`src/cpg_pkg.sv`:
```
// cpg_pkg: shared types, widths and helpers for the circle point generator.
// Used by cpg_front, cpg_queue, cpg_back and circle_point_generator_core.
// No dependencies.
package cpg_pkg;

  // Radius width; offsets and decision term follow from it
  localparam int RADIUS_BITS = 10;
  localparam int RAD_IN_W    = 10;               // radius port width
  localparam int CENTER_W    = 10;               // center register width
  localparam int PIX_W       = 12;               // output coordinate width
  localparam int OFF_W       = RADIUS_BITS + 1;  // signed x / y offsets
  localparam int DEC_W       = RADIUS_BITS + 4;  // signed decision term
  localparam int SUM_W       = ((OFF_W > PIX_W) ? OFF_W : PIX_W) + 1;

  // Job queue between front and back
  localparam int QDEPTH  = 2;
  localparam int QPTR_W  = (QDEPTH > 1) ? $clog2(QDEPTH) : 1;
  localparam int QCNT_W  = $clog2(QDEPTH + 1);

  // Back end result sequencing: up to nine results per job
  localparam int CNT_W   = 4;
  localparam int PTS     = 8;

  // Action codes
  localparam logic ACT_START   = 1'b0;
  localparam logic ACT_ADVANCE = 1'b1;

  // Configuration register indexes
  localparam logic CFG_CENTER_X = 1'b0;
  localparam logic CFG_CENTER_Y = 1'b1;

  localparam logic [CENTER_W-1:0] CENTER_X_RST = CENTER_W'(260);
  localparam logic [CENTER_W-1:0] CENTER_Y_RST = CENTER_W'(190);

  typedef enum logic [1:0] {
    JOB_START = 2'd0,  // center plus eight points
    JOB_STEP  = 2'd1,  // eight points
    JOB_DONE  = 2'd2   // single done result
  } job_kind_e;

  typedef struct packed {
    job_kind_e              kind;
    logic signed [OFF_W-1:0] x;
    logic signed [OFF_W-1:0] y;
  } job_t;

  // center +/- offset, wrapped to the output coordinate width
  function automatic logic [PIX_W-1:0] pix(input logic [CENTER_W-1:0] c,
                                           input logic signed [OFF_W-1:0] off,
                                           input logic neg);
    logic signed [SUM_W-1:0] cs;
    logic signed [SUM_W-1:0] os;
    logic signed [SUM_W-1:0] s;
    cs = $signed({{(SUM_W-CENTER_W){1'b0}}, c});
    os = SUM_W'(off);
    s  = neg ? (cs - os) : (cs + os);
    return s[PIX_W-1:0];
  endfunction

endpackage

```
`src/cpg_front.sv`:
```
// cpg_front: accepts input items, runs the midpoint decision step and
// issues one job per item. Depends on cpg_pkg.
module cpg_front (
  input  logic                        clk_i,
  input  logic                        rst_ni,
  input  logic                        in_valid_i,
  output logic                        in_stall_o,
  input  logic                        action_i,
  input  logic [cpg_pkg::RAD_IN_W-1:0] radius_i,
  input  logic                        q_full_i,
  output logic                        q_push_o,
  output cpg_pkg::job_t               q_job_o
);

  logic signed [cpg_pkg::OFF_W-1:0] x_q, x_d, y_q, y_d;
  logic signed [cpg_pkg::DEC_W-1:0] dec_q, dec_d;
  logic                             active_q, active_d;

  logic [cpg_pkg::RADIUS_BITS+cpg_pkg::RAD_IN_W-1:0] rad_ext;
  logic [cpg_pkg::RADIUS_BITS-1:0]  rad;
  logic signed [cpg_pkg::OFF_W-1:0] x_inc, y_dec;
  logic signed [cpg_pkg::DEC_W-1:0] xe, ye, diff, dec_up, dec_st;
  logic                             accept;

  assign in_stall_o = q_full_i;
  assign accept     = in_valid_i && !q_full_i;
  assign q_push_o   = accept;

  // radius masked / extended to RADIUS_BITS
  assign rad_ext = {{cpg_pkg::RADIUS_BITS{1'b0}}, radius_i};
  assign rad     = rad_ext[cpg_pkg::RADIUS_BITS-1:0];

  // decision update terms
  assign x_inc  = x_q + cpg_pkg::OFF_W'(1);
  assign y_dec  = y_q - cpg_pkg::OFF_W'(1);
  assign xe     = cpg_pkg::DEC_W'(x_inc);
  assign ye     = cpg_pkg::DEC_W'(y_dec);
  assign diff   = xe - ye;
  assign dec_up = (dec_q > 0) ? (dec_q + (diff <<< 2) + cpg_pkg::DEC_W'(10))
                              : (dec_q + (xe <<< 2) + cpg_pkg::DEC_W'(6));
  assign dec_st = cpg_pkg::DEC_W'(3) -
                  ({{(cpg_pkg::DEC_W-cpg_pkg::RADIUS_BITS){1'b0}}, rad} <<< 1);

  // next state and job
  always_comb begin
    x_d      = x_q;
    y_d      = y_q;
    dec_d    = dec_q;
    active_d = active_q;
    q_job_o.kind = cpg_pkg::JOB_DONE;
    q_job_o.x    = x_q;
    q_job_o.y    = y_q;
    if (action_i == cpg_pkg::ACT_START) begin
      x_d      = '0;
      y_d      = $signed({1'b0, rad});
      dec_d    = dec_st;
      active_d = 1'b1;
      q_job_o.kind = cpg_pkg::JOB_START;
      q_job_o.x    = '0;
      q_job_o.y    = $signed({1'b0, rad});
    end else if (!active_q || (y_q < x_q)) begin
      active_d = 1'b0;
    end else begin
      x_d   = x_inc;
      dec_d = dec_up;
      if (dec_q > 0) begin
        y_d = y_dec;
      end
      q_job_o.kind = cpg_pkg::JOB_STEP;
      q_job_o.x    = x_inc;
      q_job_o.y    = (dec_q > 0) ? y_dec : y_q;
    end
  end

  always_ff @(posedge clk_i or negedge rst_ni) begin
    if (!rst_ni) begin
      x_q      <= '0;
      y_q      <= '0;
      dec_q    <= '0;
      active_q <= 1'b0;
    end else if (accept) begin
      x_q      <= x_d;
      y_q      <= y_d;
      dec_q    <= dec_d;
      active_q <= active_d;
    end
  end

endmodule

```
`src/cpg_queue.sv`:
```
// cpg_queue: short FIFO of jobs between front and back.
// Depends on cpg_pkg.
module cpg_queue (
  input  logic          clk_i,
  input  logic          rst_ni,
  input  logic          push_i,
  input  cpg_pkg::job_t push_job_i,
  output logic          full_o,
  input  logic          pop_i,
  output logic          valid_o,
  output cpg_pkg::job_t head_o
);

  cpg_pkg::job_t                mem_q [cpg_pkg::QDEPTH];
  logic [cpg_pkg::QPTR_W-1:0]   wr_q, rd_q;
  logic [cpg_pkg::QCNT_W-1:0]   cnt_q;

  assign full_o  = (cnt_q == cpg_pkg::QCNT_W'(cpg_pkg::QDEPTH));
  assign valid_o = (cnt_q != '0);
  assign head_o  = mem_q[rd_q];

  // pointer wrap at the queue depth
  function automatic logic [cpg_pkg::QPTR_W-1:0] nxt(input logic [cpg_pkg::QPTR_W-1:0] p);
    return (p == cpg_pkg::QPTR_W'(cpg_pkg::QDEPTH - 1)) ? '0 : p + 1'b1;
  endfunction

  always_ff @(posedge clk_i) begin
    if (push_i) begin
      mem_q[wr_q] <= push_job_i;
    end
  end

  always_ff @(posedge clk_i or negedge rst_ni) begin
    if (!rst_ni) begin
      wr_q  <= '0;
      rd_q  <= '0;
      cnt_q <= '0;
    end else begin
      if (push_i) wr_q <= nxt(wr_q);
      if (pop_i)  rd_q <= nxt(rd_q);
      if (push_i && !pop_i) begin
        cnt_q <= cnt_q + 1'b1;
      end else if (pop_i && !push_i) begin
        cnt_q <= cnt_q - 1'b1;
      end
    end
  end

endmodule

```
`src/cpg_back.sv`:
```
// cpg_back: expands a job into its result stream, one result per cycle while
// the receiver does not stall, through an output register. Depends on cpg_pkg.
module cpg_back (
  input  logic                          clk_i,
  input  logic                          rst_ni,
  input  logic                          job_valid_i,
  input  cpg_pkg::job_t                 job_i,
  output logic                          job_pop_o,
  input  logic [cpg_pkg::CENTER_W-1:0]  center_x_i,
  input  logic [cpg_pkg::CENTER_W-1:0]  center_y_i,
  output logic                          out_valid_o,
  input  logic                          out_stall_i,
  output logic signed [cpg_pkg::PIX_W-1:0] pixel_x_o,
  output logic signed [cpg_pkg::PIX_W-1:0] pixel_y_o,
  output logic                          pixel_valid_o,
  output logic                          done_res_o,
  output logic                          last_o
);

  logic [cpg_pkg::CNT_W-1:0]        cnt_q;
  logic                             ovalid_q;
  logic [cpg_pkg::PIX_W-1:0]        px_q, py_q, px_d, py_d;
  logic                             pv_q, dn_q, ls_q, pv_d, dn_d, ls_d;
  logic                             adv;
  logic [cpg_pkg::CNT_W-1:0]        pnum;
  logic [2:0]                       p;
  logic signed [cpg_pkg::OFF_W-1:0] a, b;

  assign adv       = job_valid_i && (!ovalid_q || !out_stall_i);
  assign job_pop_o = adv && ls_d;

  // point number within the eight-way pattern
  assign pnum = (job_i.kind == cpg_pkg::JOB_START) ? (cnt_q - 1'b1) : cnt_q;
  assign p    = pnum[2:0];
  assign a    = p[2] ? job_i.y : job_i.x;
  assign b    = p[2] ? job_i.x : job_i.y;

  // next result
  always_comb begin
    px_d = cpg_pkg::pix(center_x_i, a, p[0]);
    py_d = cpg_pkg::pix(center_y_i, b, p[1]);
    pv_d = 1'b1;
    dn_d = 1'b0;
    ls_d = 1'b0;
    unique case (job_i.kind)
      cpg_pkg::JOB_START: begin
        if (cnt_q == '0) begin
          px_d = cpg_pkg::pix(center_x_i, '0, 1'b0);
          py_d = cpg_pkg::pix(center_y_i, '0, 1'b0);
        end
        ls_d = (cnt_q == cpg_pkg::CNT_W'(cpg_pkg::PTS));
      end
      cpg_pkg::JOB_STEP: begin
        ls_d = (cnt_q == cpg_pkg::CNT_W'(cpg_pkg::PTS - 1));
      end
      default: begin
        px_d = '0;
        py_d = '0;
        pv_d = 1'b0;
        dn_d = 1'b1;
        ls_d = 1'b1;
      end
    endcase
  end

  // sequence counter and output valid
  always_ff @(posedge clk_i or negedge rst_ni) begin
    if (!rst_ni) begin
      cnt_q    <= '0;
      ovalid_q <= 1'b0;
    end else begin
      if (adv) begin
        cnt_q <= ls_d ? '0 : cnt_q + 1'b1;
      end
      if (adv) begin
        ovalid_q <= 1'b1;
      end else if (!out_stall_i) begin
        ovalid_q <= 1'b0;
      end
    end
  end

  // output payload register
  always_ff @(posedge clk_i) begin
    if (adv) begin
      px_q <= px_d;
      py_q <= py_d;
      pv_q <= pv_d;
      dn_q <= dn_d;
      ls_q <= ls_d;
    end
  end

  assign out_valid_o   = ovalid_q;
  assign pixel_x_o     = $signed(px_q);
  assign pixel_y_o     = $signed(py_q);
  assign pixel_valid_o = pv_q;
  assign done_res_o    = dn_q;
  assign last_o        = ls_q;

endmodule

```
`src/circle_point_generator_core.sv`:
```
// Midpoint circle rasterizer stepped by input items: a start item (action 0)
// emits the center and the eight symmetric points of (0, r); each advance
// item (action 1) takes one midpoint step and emits eight points, or a single
// done result once the octant is finished. Results leave one per cycle unless
// the receiver stalls: a step item gives 8 results, a start item 9 and a done
// item 1; the rate is set by the result register in the back end. The front
// end updates the decision state per accepted item and can run up to two jobs
// ahead through the job queue. Coordinates wrap to 12 bits and are not clipped.
// Depends on cpg_pkg, cpg_front, cpg_queue and cpg_back.
module circle_point_generator_core (
  input  logic                           clk_i,
  input  logic                           rst_ni,
  // configuration write port
  input  logic                           cfg_we_i,
  input  logic                           cfg_idx_i,
  input  logic [cpg_pkg::CENTER_W-1:0]   cfg_data_i,
  // input channel
  input  logic                           in_valid_i,
  output logic                           in_stall_o,
  input  logic                           action_i,
  input  logic [cpg_pkg::RAD_IN_W-1:0]   radius_i,
  // result channel
  output logic                           out_valid_o,
  input  logic                           out_stall_i,
  output logic signed [cpg_pkg::PIX_W-1:0] pixel_x_o,
  output logic signed [cpg_pkg::PIX_W-1:0] pixel_y_o,
  output logic                           pixel_valid_o,
  output logic                           done_res_o,
  output logic                           last_o
);

  logic [cpg_pkg::CENTER_W-1:0] center_x_q, center_y_q;
  logic                         q_full, q_push, q_valid, q_pop;
  cpg_pkg::job_t                push_job, head_job;

  // center registers
  always_ff @(posedge clk_i or negedge rst_ni) begin
    if (!rst_ni) begin
      center_x_q <= cpg_pkg::CENTER_X_RST;
      center_y_q <= cpg_pkg::CENTER_Y_RST;
    end else if (cfg_we_i) begin
      unique case (cfg_idx_i)
        cpg_pkg::CFG_CENTER_X: center_x_q <= cfg_data_i;
        cpg_pkg::CFG_CENTER_Y: center_y_q <= cfg_data_i;
        default: ;
      endcase
    end
  end

  cpg_front u_front (
    .clk_i      (clk_i),
    .rst_ni     (rst_ni),
    .in_valid_i (in_valid_i),
    .in_stall_o (in_stall_o),
    .action_i   (action_i),
    .radius_i   (radius_i),
    .q_full_i   (q_full),
    .q_push_o   (q_push),
    .q_job_o    (push_job)
  );

  cpg_queue u_queue (
    .clk_i      (clk_i),
    .rst_ni     (rst_ni),
    .push_i     (q_push),
    .push_job_i (push_job),
    .full_o     (q_full),
    .pop_i      (q_pop),
    .valid_o    (q_valid),
    .head_o     (head_job)
  );

  cpg_back u_back (
    .clk_i         (clk_i),
    .rst_ni        (rst_ni),
    .job_valid_i   (q_valid),
    .job_i         (head_job),
    .job_pop_o     (q_pop),
    .center_x_i    (center_x_q),
    .center_y_i    (center_y_q),
    .out_valid_o   (out_valid_o),
    .out_stall_i   (out_stall_i),
    .pixel_x_o     (pixel_x_o),
    .pixel_y_o     (pixel_y_o),
    .pixel_valid_o (pixel_valid_o),
    .done_res_o    (done_res_o),
    .last_o        (last_o)
  );

endmodule

```
`config.mk`:
```
export PLATFORM = sky130hd
export DESIGN_NAME = circle_point_generator_core
export DESIGN_NICKNAME = d
export VERILOG_FILES = /design/src/cpg_pkg.sv /design/src/cpg_front.sv /design/src/cpg_queue.sv /design/src/cpg_back.sv /design/src/circle_point_generator_core.sv
export SDC_FILE = /design/constraint.sdc
export NUM_CORES = 1
export LEC_CHECK = 0
export BUFFER_PORTS_ARGS = -buffer_cell sky130_fd_sc_hd__buf_2
export CORE_ASPECT_RATIO = 1.4
export CORE_UTILIZATION = 35
export CTS_BUF_LIST = sky130_fd_sc_hd__clkbuf_2
export CTS_CLUSTER_SIZE = 16
export DETAILED_ROUTE_END_ITERATION = 10
export GPL_TIMING_DRIVEN = 1
export HOLD_SLACK_MARGIN = 0.1
export SETUP_SLACK_MARGIN = 0.05
export SLEW_MARGIN = 25
export SYNTH_ARGS = -nofsm -noshare
export SYNTH_HDL_FRONTEND = slang
export SYNTH_SLANG_ARGS = --single-unit
```
`constraint.sdc`:
```
create_clock -name clk_i -period 6.1 [get_ports clk_i]
set_input_delay 1.22 -clock clk_i [delete_from_list [all_inputs] [get_ports clk_i]]
set_output_delay 1.22 -clock clk_i [all_outputs]
set_load 0.01 [all_outputs]
```
==> impl_metrics.yaml <==
placed_design:
  postPlaceCellArea_sq_mm: 0.0116
  port-buffer-count: 55
  numPlacedInstances: 1582
  routabilityCongestion: 0.890
  detailedPlacementHpwl_mm: 20.7
setup_path:
  crit_path_start_kind: "register"
  worst-path-max-fanout: 5
  critical_path_class: "register to register"
  worstPathCellList: "inv_1 > ha_1 > nor4bb_2 > o21ai_0 > nand2_1 > mux4_2 > inv_1 > ha_1 > inv_1 > a31oi_1 > nand2_1 > nand2_1 > xnor2_1 > ha_1 > or3_1 > o31ai_1 > nor2_1 > a2111oi_0 > nor3_1 > o311ai_0 > a21oi_1"
  cp_slowest_cell: "sky130_fd_sc_hd__a2111oi_0"
  cp_slowest_stage_delay_ns: 0.58
  critPathRequiredTime_ns: 6.64
  critical_path.endpoint_type: "register"
  critPathArrivalTime_ns: 5.81
sta:
  slew_headroom_pct: 41.4
  maxSlewViolCount: 0
  setup_viol: 0
  tightestPinTransition_ns: 0.873
  report.final.hold_viol_count: 0
  fin_worst_hold_slack_ns: 0.512
  setup_repair_after_global_routing_missed_its_margin: "false"
  fmax_mhz: 190
  period_share_pct: 86.4
  finClkSkew_ns: 0.0744
  post_route_setup_tns_ns: 0
  final.min_clock_period_ns: 5.27
floorplanning:
  die_width_um: 152
  rows: 76
  core_sq_mm: 0.0308
  num_io_pins: 56
  floorplan.die.height_um: 212
  die_area_sq_mm: 0.0321
  initial_core_util_pct: 35.7
clock_tree:
  max-clock-path-buffers: 2
  cts_tree: "yes"
  cts-root-buf: "sky130_fd_sc_hd__clkbuf_2"
  cts_hold_buffers: 0
  insertion_delay_ns: 0.78
  clkSinkCount: 141
  cts_buffers: 17
  postCtsSetupBuffers: 0
  htreeDepth: 4
  clk_pin_slew_worst_paths_ns: 0.24
global_route:
  gr_met3_demand_resource_pct: 2.44
  busiest_layer: "met2"
  met1_usage_pct: 19.3
  grt_remaining_overflow: 0
  grt_pass1_wl_mm: 43.6
  antenna_found_initial: 1
  grt_pass1_vias: 8718
  global_route.usage.met2_pct: 33.0
  grt_start_max_net_pins: 67
  total_global_routing_track_utilization_pct: 17.5
min_path:
  hold_class: "register to register"
synth:
  synth_instances: 1177
  synthesis.yosys.warnings: 0
  count_of_flip_flops_with_a_built_in_enable_after_synthesis: 75
  synthDominantCellAreaShare_pct: 20.5
  postSynthAreaPerCell_sq_um: 9.33
  synth_fp_nets: 1302
  synthDistinctLibCells: 69
  synth-seq-area-share_pct: 35.6
  syn-cell-area_sq_mm: 0.0110
  post_synth_main_area_contributors: "sky130_fd_sc_hd__edfxtp_1, sky130_fd_sc_hd__dfrtp_1, sky130_fd_sc_hd__ha_1"
  synth_top_area_cell: "sky130_fd_sc_hd__edfxtp_1"
  async_flop_share_pct: 46.8
  dominantRegCellSynth: "sky130_fd_sc_hd__edfxtp_1"
  synth.ff_latch_count: 141
drt:
  total_via_count_after_detailed_routing: 8655
  avgViaCountPerCell: 5.36
  detail_route.iter0.violations: 484
  postRouteWirelength_mm: 26.9
  drt_first_pass_iters: 7
  drtAntennaViolNets: 0
  avgRoutedWirePerCell_um: 16.6
  drc_errors: 0
finish:
  final_layout_size_suffix_gt1_share_pct: 14.0
  final-instance-count-excl-fill: 1616
  area.growth.synth_to_final_pct: 8.70
  final_area_sq_mm: 0.0119
  finish.net_count: 1337
status:
  status: "finished clean"
job:
  timing.max_cap.violations: 0
[layer usage]
layer  share of wire (%)  vias up
met4                 2.7        0
met2                  54      148
li1                    -     4332
met1                  41     4135
met5                   0        -
met3                 2.4       40
[repair_timing]
item,CTS,global route
gates resized for setup,0,2
setup endpoints to repair,0,1
hold endpoints to repair,0,0
[state kept, by name (all words and copies together) (netlist names)]
register / flops
center_x_q: 10
center_y_q: 10
u_back.cnt_q: 4
u_back.done_res_o: 1
u_back.last_o: 1
u_back.out_valid_o: 1
u_back.pixel_valid_o: 1
u_back.pixel_x_o: 12
u_back.pixel_y_o: 12
u_front.active_q: 1
u_front.dec_q: 14
u_front.x_q: 11
u_front.y_q: 11
u_queue.cnt_q: 2
u_queue.mem_q: 48
u_queue.rd_q: 1
u_queue.wr_q: 1
[through the flow]
stage	setup slack, ns	utilization [%]
after floorplan	0.980	-
after global placement	0.722	37.8
after detailed placement	0.592	37.8
after CTS	0.583	38.6
after global routing	0.217	38.8
final	0.829	38.8
[cells in the final DEF, fill, tap and decap left out, types with 40 or more instances in the layout]
cell / instances
sky130_fd_sc_hd__xnor2_1: 76
sky130_fd_sc_hd__buf_2: 55
sky130_fd_sc_hd__o21ai_0: 72
sky130_fd_sc_hd__ha_1: 93
sky130_fd_sc_hd__nor2_1: 92
sky130_fd_sc_hd__nor3_1: 40
sky130_fd_sc_hd__dfrtp_1: 57
sky130_fd_sc_hd__nand2_1: 120
sky130_fd_sc_hd__a21oi_1: 84
sky130_fd_sc_hd__edfxtp_1: 75
sky130_fd_sc_hd__inv_1: 64
[synth_stat cells, drive strengths merged (15+ instances only)]
| master | instances |
|---|---|
| nand2 | 120 |
| nor2 | 94 |
| ha | 93 |
| a21oi | 86 |
| xnor2 | 76 |
| edfxtp | 75 |
| o21ai | 73 |
| inv | 64 |
| dfrtp | 58 |
| clkbuf | 40 |
| nor3 | 40 |
| xor2 | 34 |
| nand3 | 27 |
| mux2 | 21 |
| mux4 | 20 |
| nor4 | 18 |
| nor3b | 15 |
[path summary, 6_finish.rpt]
check	start	end	slack, ns	depth (start not counted)
setup / recovery	u_back.cnt_q[0]	u_back.pixel_x_o[11]	0.83	21
hold / removal	u_front.x_q[10]	u_front.x_q[10]	0.51	1
setup reg to reg	u_back.cnt_q[0]	u_back.pixel_x_o[11]	0.83	21
hold reg to reg	u_front.x_q[10]	u_front.x_q[10]	0.51	1
max in group asynchronous	rst_ni	u_queue.rd_q	5.08	2
min in group asynchronous	rst_ni	center_y_q[8]	0.53	2
[cell families after synthesis]
group           Yosys count  share of synthesized area [%]
fa+ha+maj                98                           11.5
flops                   141                           35.6
simple gates            397                           17.6
mux                      54                           7.44
compound gates          260                           14.7
xor+xnor                110                           8.77
buf+inv                 117                           4.28
[critical path, delay by kind of cell, from the launching register on]
family,cells,cell delay [ns]
AOI/OAI and AO/OA,6,1.99
and+or+nand+nor,7,1.29
adders and majority gates,3,0.63
DFF,1,0.48
muxes,1,0.33
buffers and inverters,3,0.28
xor gates and xnor gates,1,0.07
[area by class of cell]
class | count | area (sq um)
fill | 3060 | 18900
multi-input combinational | 919 | 6640
inverter | 64 | 240
clock inverter | 15 | 164
antenna | 1 | 2.50
tap | 390 | 488
sequential | 141 | 3920
timing repair buffer | 69 | 404
clock buffer | 17 | 85.1
Power is not shown: default switching activity piles up to over one toggle a cycle in this logic, so the estimate is an artifact.
